### src/hdl/nbc_pkg.sv
// Shared types, constants and counter functions of the bigram counter.
package nbc_pkg;

    localparam int COUNT_BITS  = 32;
    localparam int VALUE_W     = 32;
    localparam int CHAR_W      = 8;
    localparam int IDX_W       = 5;
    localparam int NUM_BASES   = 4;
    localparam int NUM_PAIRS   = 16;
    localparam int QUEUE_DEPTH = 4;
    localparam int QPTR_W      = $clog2(QUEUE_DEPTH);
    localparam int QCNT_W      = $clog2(QUEUE_DEPTH + 1);

    localparam logic [IDX_W-1:0] IDX_FIRST_PAIR = IDX_W'(NUM_BASES);
    localparam logic [IDX_W-1:0] IDX_LINES      = IDX_W'(NUM_BASES + NUM_PAIRS);

    localparam logic [CHAR_W-1:0] CHAR_A       = 8'h41;
    localparam logic [CHAR_W-1:0] CHAR_C       = 8'h43;
    localparam logic [CHAR_W-1:0] CHAR_G       = 8'h47;
    localparam logic [CHAR_W-1:0] CHAR_T       = 8'h54;
    localparam logic [CHAR_W-1:0] CHAR_LOWER_A = 8'h61;
    localparam logic [CHAR_W-1:0] CHAR_LOWER_Z = 8'h7A;
    localparam logic [CHAR_W-1:0] CASE_OFFSET  = 8'd32;

    localparam logic [1:0] CODE_A = 2'd0;
    localparam logic [1:0] CODE_C = 2'd1;
    localparam logic [1:0] CODE_G = 2'd2;
    localparam logic [1:0] CODE_T = 2'd3;

    localparam logic [COUNT_BITS-1:0] COUNT_MAX = {COUNT_BITS{1'b1}};

    typedef logic [COUNT_BITS-1:0] count_t;

    typedef enum logic [1:0] {
        OP_CHAR   = 2'd0,
        OP_EOL    = 2'd1,
        OP_REPORT = 2'd2,
        OP_CLEAR  = 2'd3
    } op_t;

    typedef enum logic {
        BK_RUN,
        BK_REPORT
    } back_state_t;

    typedef struct packed {
        op_t        op;
        logic       cur_valid;
        logic [1:0] cur_code;
        logic       pair_valid;
        logic [3:0] pair_idx;
        logic       line_ok;
    } cmd_t;

    function automatic logic [CHAR_W-1:0] fold_upper(input logic [CHAR_W-1:0] c);
        logic [CHAR_W-1:0] r;
        r = c;
        if (c >= CHAR_LOWER_A && c <= CHAR_LOWER_Z)
        begin
            r = c - CASE_OFFSET;
        end
        return r;
    endfunction

    function automatic logic is_base(input logic [CHAR_W-1:0] c);
        return (c == CHAR_A) || (c == CHAR_C) || (c == CHAR_G) || (c == CHAR_T);
    endfunction

    function automatic logic [1:0] base_code(input logic [CHAR_W-1:0] c);
        logic [1:0] r;
        r = CODE_A;
        if (c == CHAR_C)
        begin
            r = CODE_C;
        end
        else if (c == CHAR_G)
        begin
            r = CODE_G;
        end
        else if (c == CHAR_T)
        begin
            r = CODE_T;
        end
        return r;
    endfunction

    function automatic count_t sat_add(input count_t a, input count_t b);
        logic [COUNT_BITS:0] s;
        s = {1'b0, a} + {1'b0, b};
        return s[COUNT_BITS] ? COUNT_MAX : s[COUNT_BITS-1:0];
    endfunction

    function automatic count_t sat_inc(input count_t a);
        return (a == COUNT_MAX) ? COUNT_MAX : a + count_t'(1);
    endfunction

    function automatic logic [VALUE_W-1:0] clip_value(input count_t v);
        logic [COUNT_BITS+VALUE_W-1:0] wide;
        wide = {{VALUE_W{1'b0}}, v};
        if (wide[COUNT_BITS+VALUE_W-1:VALUE_W] != '0)
        begin
            return {VALUE_W{1'b1}};
        end
        return wide[VALUE_W-1:0];
    endfunction

endpackage

### src/hdl/nucleotide_bigram_counter.sv
// Top level of the nucleotide bigram counter: front end, queue and back end.
//
// Input stream (s_*): one item per handshake. s_tuser carries the op
// (character, end of line, report, clear) and s_tdata the raw byte.
// Characters and end-of-line items are taken one per cycle while the queue is
// not full: the front end classifies each byte in the accept cycle, a
// four-entry queue holds the command, and the back end updates the pending
// counters or commits a well-formed line into the saturating totals.
// A report item yields 21 results on the output stream (m_*): m_tuser is the
// counter index, m_tdata the count, m_tlast marks index 20. m_tvalid rises
// once the report has passed the queue, the sequencer state register and the
// output register, then one result per cycle while m_tready is high; the
// report sequencer holds the queue until all 21 results are loaded, so
// input keeps flowing until the queue fills. When the receiver stalls,
// the output register holds its result and the sequencer waits; s_tready
// drops once the queue is full. Reset clears every total, every pending
// count and the line state at once; the block is ready straight out of reset.
module nucleotide_bigram_counter
    import nbc_pkg::*;
(
    input  logic               clk,
    input  logic               rst_n,
    input  logic               s_tvalid,
    output logic               s_tready,
    input  logic [CHAR_W-1:0]  s_tdata,   // [7:0] char_code
    input  logic [1:0]         s_tuser,   // [1:0] op
    output logic               m_tvalid,
    input  logic               m_tready,
    output logic [VALUE_W-1:0] m_tdata,   // [31:0] count_value
    output logic [IDX_W-1:0]   m_tuser,   // [4:0] counter_index
    output logic               m_tlast
);

    logic push;
    logic pop;
    logic queue_full;
    logic queue_empty;
    cmd_t push_cmd;
    cmd_t head;

    nbc_front u_front (
        .clk        (clk),
        .rst_n      (rst_n),
        .in_valid   (s_tvalid),
        .in_op      (s_tuser),
        .in_char    (s_tdata),
        .queue_full (queue_full),
        .in_ready   (s_tready),
        .push       (push),
        .cmd        (push_cmd)
    );

    nbc_queue u_queue (
        .clk      (clk),
        .rst_n    (rst_n),
        .push     (push),
        .push_cmd (push_cmd),
        .pop      (pop),
        .full     (queue_full),
        .empty    (queue_empty),
        .head     (head)
    );

    nbc_back u_back (
        .clk         (clk),
        .rst_n       (rst_n),
        .queue_empty (queue_empty),
        .head        (head),
        .pop         (pop),
        .out_valid   (m_tvalid),
        .out_ready   (m_tready),
        .out_index   (m_tuser),
        .out_value   (m_tdata),
        .out_last    (m_tlast)
    );

endmodule

### src/hdl/nbc_front.sv
// Front end: accepts items, folds case, classifies bases and tracks line state.
module nbc_front
    import nbc_pkg::*;
(
    input  logic              clk,
    input  logic              rst_n,
    input  logic              in_valid,
    input  logic [1:0]        in_op,
    input  logic [CHAR_W-1:0] in_char,
    input  logic              queue_full,
    output logic              in_ready,
    output logic              push,
    output cmd_t              cmd
);

    logic       line_started_reg, line_started_next;
    logic       line_bad_reg,     line_bad_next;
    logic       prev_base_reg,    prev_base_next;
    logic [1:0] prev_code_reg,    prev_code_next;

    logic [CHAR_W-1:0] ch;
    logic              cur_base;
    logic [1:0]        cur_code;
    op_t               op;

    assign in_ready = !queue_full;
    assign push     = in_valid && !queue_full;
    assign op       = op_t'(in_op);
    assign ch       = fold_upper(in_char);
    assign cur_base = is_base(ch);
    assign cur_code = base_code(ch);

    always_comb
    begin
        cmd               = '0;
        cmd.op            = op;
        line_started_next = line_started_reg;
        line_bad_next     = line_bad_reg;
        prev_base_next    = prev_base_reg;
        prev_code_next    = prev_code_reg;
        unique case (op)
            OP_CHAR:
            begin
                cmd.cur_valid     = cur_base;
                cmd.cur_code      = cur_code;
                cmd.pair_valid    = cur_base && line_started_reg && prev_base_reg;
                cmd.pair_idx      = {prev_code_reg, cur_code};
                line_bad_next     = line_bad_reg || (line_started_reg && !prev_base_reg);
                prev_base_next    = cur_base;
                prev_code_next    = cur_code;
                line_started_next = 1'b1;
            end
            OP_EOL, OP_CLEAR:
            begin
                cmd.line_ok       = line_started_reg && !line_bad_reg;
                line_started_next = 1'b0;
                line_bad_next     = 1'b0;
                prev_base_next    = 1'b0;
                prev_code_next    = CODE_A;
            end
            OP_REPORT:
            begin
            end
            default:
            begin
            end
        endcase
    end

    always_ff @(posedge clk or negedge rst_n)
    begin
        if (!rst_n)
        begin
            line_started_reg <= 1'b0;
            line_bad_reg     <= 1'b0;
            prev_base_reg    <= 1'b0;
            prev_code_reg    <= CODE_A;
        end
        else if (push)
        begin
            line_started_reg <= line_started_next;
            line_bad_reg     <= line_bad_next;
            prev_base_reg    <= prev_base_next;
            prev_code_reg    <= prev_code_next;
        end
    end

endmodule

### src/hdl/nbc_queue.sv
// Short command queue between the front end and the counter back end.
module nbc_queue
    import nbc_pkg::*;
(
    input  logic clk,
    input  logic rst_n,
    input  logic push,
    input  cmd_t push_cmd,
    input  logic pop,
    output logic full,
    output logic empty,
    output cmd_t head
);

    cmd_t              mem_reg [QUEUE_DEPTH];
    logic [QPTR_W-1:0] wr_ptr_reg;
    logic [QPTR_W-1:0] rd_ptr_reg;
    logic [QCNT_W-1:0] count_reg, count_next;

    assign full  = (count_reg == QCNT_W'(QUEUE_DEPTH));
    assign empty = (count_reg == '0);
    assign head  = mem_reg[rd_ptr_reg];

    always_comb
    begin
        count_next = count_reg;
        if (push && !pop)
        begin
            count_next = count_reg + QCNT_W'(1);
        end
        else if (pop && !push)
        begin
            count_next = count_reg - QCNT_W'(1);
        end
    end

    always_ff @(posedge clk)
    begin
        if (push)
        begin
            mem_reg[wr_ptr_reg] <= push_cmd;
        end
    end

    always_ff @(posedge clk or negedge rst_n)
    begin
        if (!rst_n)
        begin
            wr_ptr_reg <= '0;
            rd_ptr_reg <= '0;
            count_reg  <= '0;
        end
        else
        begin
            if (push)
            begin
                wr_ptr_reg <= wr_ptr_reg + QPTR_W'(1);
            end
            if (pop)
            begin
                rd_ptr_reg <= rd_ptr_reg + QPTR_W'(1);
            end
            count_reg <= count_next;
        end
    end

endmodule

### src/hdl/nbc_back.sv
// Back end: pending and total counters, line commit and report sequencer.
module nbc_back
    import nbc_pkg::*;
(
    input  logic               clk,
    input  logic               rst_n,
    input  logic               queue_empty,
    input  cmd_t               head,
    output logic               pop,
    output logic               out_valid,
    input  logic               out_ready,
    output logic [IDX_W-1:0]   out_index,
    output logic [VALUE_W-1:0] out_value,
    output logic               out_last
);

    back_state_t state_reg, state_next;

    count_t pend_base_reg [NUM_BASES];
    count_t pend_pair_reg [NUM_PAIRS];
    count_t base_tot_reg  [NUM_BASES];
    count_t pair_tot_reg  [NUM_PAIRS];
    count_t line_tot_reg;

    logic [IDX_W-1:0]   idx_reg;
    logic               out_valid_reg;
    logic [IDX_W-1:0]   out_index_reg;
    logic [VALUE_W-1:0] out_value_reg;
    logic               out_last_reg;

    logic               load;
    logic [IDX_W-1:0]   pair_sel;
    count_t             report_value;

    assign out_valid = out_valid_reg;
    assign out_index = out_index_reg;
    assign out_value = out_value_reg;
    assign out_last  = out_last_reg;

    always_comb
    begin
        state_next = state_reg;
        unique case (state_reg)
            BK_RUN:
            begin
                if (!queue_empty && head.op == OP_REPORT)
                begin
                    state_next = BK_REPORT;
                end
            end
            BK_REPORT:
            begin
                if ((!out_valid_reg || out_ready) && idx_reg == IDX_LINES)
                begin
                    state_next = BK_RUN;
                end
            end
            default:
            begin
                state_next = BK_RUN;
            end
        endcase
    end

    always_comb
    begin
        pop  = 1'b0;
        load = 1'b0;
        unique case (state_reg)
            BK_RUN:
            begin
                pop = !queue_empty;
            end
            BK_REPORT:
            begin
                load = !out_valid_reg || out_ready;
            end
            default:
            begin
            end
        endcase
    end

    assign pair_sel = idx_reg - IDX_FIRST_PAIR;

    always_comb
    begin
        if (idx_reg < IDX_FIRST_PAIR)
        begin
            report_value = base_tot_reg[idx_reg[1:0]];
        end
        else if (idx_reg < IDX_LINES)
        begin
            report_value = pair_tot_reg[pair_sel[3:0]];
        end
        else
        begin
            report_value = line_tot_reg;
        end
    end

    always_ff @(posedge clk or negedge rst_n)
    begin
        if (!rst_n)
        begin
            state_reg     <= BK_RUN;
            idx_reg       <= '0;
            out_valid_reg <= 1'b0;
            line_tot_reg  <= '0;
            for (int i = 0; i < NUM_BASES; i++)
            begin
                pend_base_reg[i] <= '0;
                base_tot_reg[i]  <= '0;
            end
            for (int i = 0; i < NUM_PAIRS; i++)
            begin
                pend_pair_reg[i] <= '0;
                pair_tot_reg[i]  <= '0;
            end
        end
        else
        begin
            state_reg <= state_next;
            if (load)
            begin
                out_valid_reg <= 1'b1;
                idx_reg       <= (idx_reg == IDX_LINES) ? '0 : idx_reg + IDX_W'(1);
            end
            else if (out_ready)
            begin
                out_valid_reg <= 1'b0;
            end
            if (pop)
            begin
                unique case (head.op)
                    OP_CHAR:
                    begin
                        for (int i = 0; i < NUM_BASES; i++)
                        begin
                            if (head.cur_valid && head.cur_code == 2'(i))
                            begin
                                pend_base_reg[i] <= sat_inc(pend_base_reg[i]);
                            end
                        end
                        for (int i = 0; i < NUM_PAIRS; i++)
                        begin
                            if (head.pair_valid && head.pair_idx == 4'(i))
                            begin
                                pend_pair_reg[i] <= sat_inc(pend_pair_reg[i]);
                            end
                        end
                    end
                    OP_EOL:
                    begin
                        for (int i = 0; i < NUM_BASES; i++)
                        begin
                            pend_base_reg[i] <= '0;
                            if (head.line_ok)
                            begin
                                base_tot_reg[i] <= sat_add(base_tot_reg[i], pend_base_reg[i]);
                            end
                        end
                        for (int i = 0; i < NUM_PAIRS; i++)
                        begin
                            pend_pair_reg[i] <= '0;
                            if (head.line_ok)
                            begin
                                pair_tot_reg[i] <= sat_add(pair_tot_reg[i], pend_pair_reg[i]);
                            end
                        end
                        if (head.line_ok)
                        begin
                            line_tot_reg <= sat_inc(line_tot_reg);
                        end
                    end
                    OP_REPORT:
                    begin
                    end
                    OP_CLEAR:
                    begin
                        line_tot_reg <= '0;
                        for (int i = 0; i < NUM_BASES; i++)
                        begin
                            pend_base_reg[i] <= '0;
                            base_tot_reg[i]  <= '0;
                        end
                        for (int i = 0; i < NUM_PAIRS; i++)
                        begin
                            pend_pair_reg[i] <= '0;
                            pair_tot_reg[i]  <= '0;
                        end
                    end
                    default:
                    begin
                    end
                endcase
            end
        end
    end

    always_ff @(posedge clk)
    begin
        if (load)
        begin
            out_index_reg <= idx_reg;
            out_value_reg <= clip_value(report_value);
            out_last_reg  <= (idx_reg == IDX_LINES);
        end
    end

endmodule

### config.mk
export PLATFORM = sky130hd
export DESIGN_NAME = nucleotide_bigram_counter
export DESIGN_NICKNAME = d
export VERILOG_FILES = /design/src/hdl/nbc_pkg.sv /design/src/hdl/nucleotide_bigram_counter.sv /design/src/hdl/nbc_front.sv /design/src/hdl/nbc_queue.sv /design/src/hdl/nbc_back.sv
export SDC_FILE = /design/constraint.sdc
export NUM_CORES = 2
export LEC_CHECK = 0
export BUFFER_PORTS_ARGS = -buffer_cell sky130_fd_sc_hd__buf_4
export CORE_MARGIN = 10
export CORE_UTILIZATION = 40
export DETAILED_ROUTE_END_ITERATION = 16
export GPL_TIMING_DRIVEN = 1
export SYNTH_ARGS = -nofsm -noshare
export SYNTH_HDL_FRONTEND = slang
export SYNTH_SLANG_ARGS = --single-unit
### constraint.sdc
create_clock -name clk -period 3.4 [get_ports clk]
set_clock_uncertainty 0.05 [all_clocks]
set_input_delay 0.34 -clock clk [delete_from_list [all_inputs] [get_ports clk]]
set_output_delay 0.34 -clock clk [all_outputs]
set_load 0.01 [all_outputs]
==> impl_metrics.ini <==
[placement]
dpl.hpwl_mm = 264
dp_cells = 15432
gp_congestion = 0.959
numPortBuffers = 53
place_area_mm2 = 0.110

[sta]
worstMarginPinSlew_ps = 1270
hold_viol = 0
setup_slack_ps = -24.8
fin_crit_sh = 1.01
setup_viol = 23
slew_violations = 0
slew_headroom = 0.156
min_period_ps = 3420
rsz0062_at_grt = yes
fmax_mhz = 292

[die]
core_area_mm2 = 0.254
start_util = 0.402
row_count = 185
die_h_um = 525
fp.dieArea_mm2 = 0.276
num_io_pins = 54
die_w_um = 525

[detailed_routing]
drt_iter0_markers = 8508
final_antenna_net_count = 0
routed_via_density = 6.06
drc = 0
drt_pre_antenna_iters = 6
num_vias = 96008
wl_per_cell_um = 22.0
wl_mm = 349

[cells_and_area]
postLayoutCellArea_mm2 = 0.118
final_cells = 15831
drive_gt1_frac = 0.125
num-fill-cells = 23925
finalNetCount = 13019
area_growth_pct = 15.7

[grt]
grt_pass1_wl_mm = 534
grt_max_degree = 135
antenna_found_initial = 29
grt_pass1_vias = 91581
track_usage = 0.239
grt_overflow = 0

[clocking]
clkSinkCount = 1405
path_clk_slew_ps = 60
htreeDepth = 4
worstSkewPairLatency_ps = 870
clock_path_buffers = 4
ctsRootBufferMaster = clkbuf_16
cts_buffers = 181
cts_tree = yes

[power]
pwr-share-seq = 0.375
combinationalPowerShare = 0.197
p_int_uw = 32900
power.ir.vdd_worst_mv = 0.495
p_clk_frac = 0.428
total_leakage_power_uw = 0.0563
p_sw_uw = 14600
power.density_mw_per_mm2 = 402
swShare = 0.307
fin_total_pwr_uw = 47500

[yosys]
synth_seq_cells = 1405
synth.area.top_cells = dfrtp_1 (33%), ha_1 (8.2%), a21oi_1 (6.9%)
seq_area_frac_synth = 0.348
yosys.area_share.adder = 0.0864
yosysMostFrequentCell = nand2_1
synth_top_area_cell = dfrtp_1
synth_top_family_by_area = compound AO/OA/AOI/OAI gates
synth_mux_area_frac = 0.0498
synth_commonest_cells = nand2_1 (1690), a21oi_1 (1415), dfrtp_1 (1331)
yosys.area_share.simple = 0.171
ys_async_sr_fraction = 0.947
synth_ff_type = dfrtp_1
avgSynthCellArea_um2 = 8.49
syn_area_mm2 = 0.102
syn_inst = 12011
synth_compound_area_frac = 0.267
synth_fp_nets = 12717
yosysWarnings = 0
synth_top_area_share = 0.326
ys_types = 107
synth_edf_count = 74
synth-xor-area-share = 0.0457

[worst_setup_path]
critPathSlowestCell = fa_2
timing.rr.start = u_back.pend_pair_reg[352]
start_kind = register
crit_path_end = u_back.pair_tot_reg[356]
worst_setup_path_end_kind = register
worst-path-max-fanout = 31
required_ps = 4070
ff2ff_setup_slack_ps = -20
crit_top_cell = a221o_1
critical_path_arrival_ps = 4100
path_cells = ha_2 -> fa_2 -> a211oi_4 -> nor4_2 -> o31ai_1 -> buf_4 -> a311oi_2 -> o221ai_2 -> o21ai_2 -> a221o_1 -> a21oi_2 -> nor2_2 -> buf_12 -> a221o_1
max_stage_delay_ps = 420
reg2reg_depth = 14
crit_type = register to register
regToRegEndpoint = u_back.pair_tot_reg[356]
critPathLaunch = u_back.pend_pair_reg[352]

[min_path]
hp-class = input port to async pin

[status]
violations = setup timing
status = complete, but fails checks

[flow_run]
maxCapViolCount = 0
==> cell type report <==
cell class,instances,area (um2),area share
Inverter,206,773,0.00655
Tap cell,3366,4210,0.0357
Antenna cell,9,22.5,0.000191
Clock inverter,65,913,0.00774
Sequential cell,1405,35500,0.301
Timing Repair Buffer,745,6900,0.0585
Clock buffer,261,5300,0.0449
Multi-Input combinational cell,9774,64300,0.545
==> worst max-delay path, delay by kind of cell (launching register included) <==
kind / cells / cell delay, ps
simple gates: 2 / 140
fa+ha+maj: 2 / 630
compound gates: 8 / 1760
buf+inv: 2 / 320
flops: 1 / 390
==> worst min path at each step <==
stage / startpoint / endpoint / slack (ps)
after CTS: s_tdata[7] / u_queue.mem_reg[2][6] / 3
after global placement: rst_n / u_back.base_tot_reg[25] / 280
after detailed placement: rst_n / u_back.base_tot_reg[25] / 270
after floorplan: rst_n / u_back.base_tot_reg[0] / -6
after global routing: s_tdata[7] / u_queue.mem_reg[1][6] / 60
final: rst_n / u_back.pair_tot_reg[348] / 60
==> cells in the final DEF (no fill, tap or decap), drive strengths merged, types with 91 or more instances in the layout <==
master,n
o21bai,91
xnor2,334
buf,732
a21oi,1418
a221o,95
mux4,199
xor2,198
a21o,373
inv,210
ha,671
nor3,154
o21ai,1234
and3,244
o22a,211
dfrtp,1331
a31oi,323
nand3,428
nor2,818
clkbuf,267
nand4,117
nand2,1690
==> through the flow <==
step / utilization / setup WS, ps / hold WS [ps] / TNS [ps]
after floorplan: - / 32.8 / -5.59 / 0
after global placement: 0.434 / -154 / 278 / -5860
after detailed placement: 0.434 / -210 / 272 / -16250
after CTS: 0.460 / -16.9 / 2.58 / -66.5
after global routing: 0.465 / -139 / 61.6 / -9460
final: 0.465 / -24.8 / 63.1 / -240
==> routing by layer <==
layer / global-route usage / vias up / share of wire
met3: 0.0300 / 642 / 0.062
met2: 0.386 / 3184 / 0.46
met1: 0.323 / 46931 / 0.44
li1: - / 45235 / -
met4: 0.0990 / 16 / 0.044
met5: 0 / - / 0.00032
==> what timing repair did <==
item / in CTS / in global routing
resized for setup: 39 / 271
endpoints found under the hold margin: 747 / 0
gates cloned: 0 / 9
setup endpoints to repair: 258 / 527
hold buffers: 7 / 0
setup buffers: 21 / 27
pin swaps: 20 / 110
==> power groups by stage <==
stage          clock network [uW]  registers, uW  logic (uW)
3_3_place_gp                    0          18100        9070
6_report                    20300          17800        9350
3_5_place_dp                    0          18100        9270
5_1_grt                     21400          17800       10100
4_1_cts                     20800          17800        9320
2_1_floorplan                   0          17900        5620
==> logic make-up (layout without fill, tap and decap cells) <==
group | after synthesis | in the layout
AOI/OAI and AO/OA | 4412 | 4413
xor gates and xnor gates | 532 | 532
adders and majority gates | 692 | 692
buffers and inverters | 833 | 1277
DFF | 1405 | 1405
muxes | 258 | 258
other | 0 | 9
and+or+nand+nor | 3879 | 3879
(Power assumes the default switching activity.)
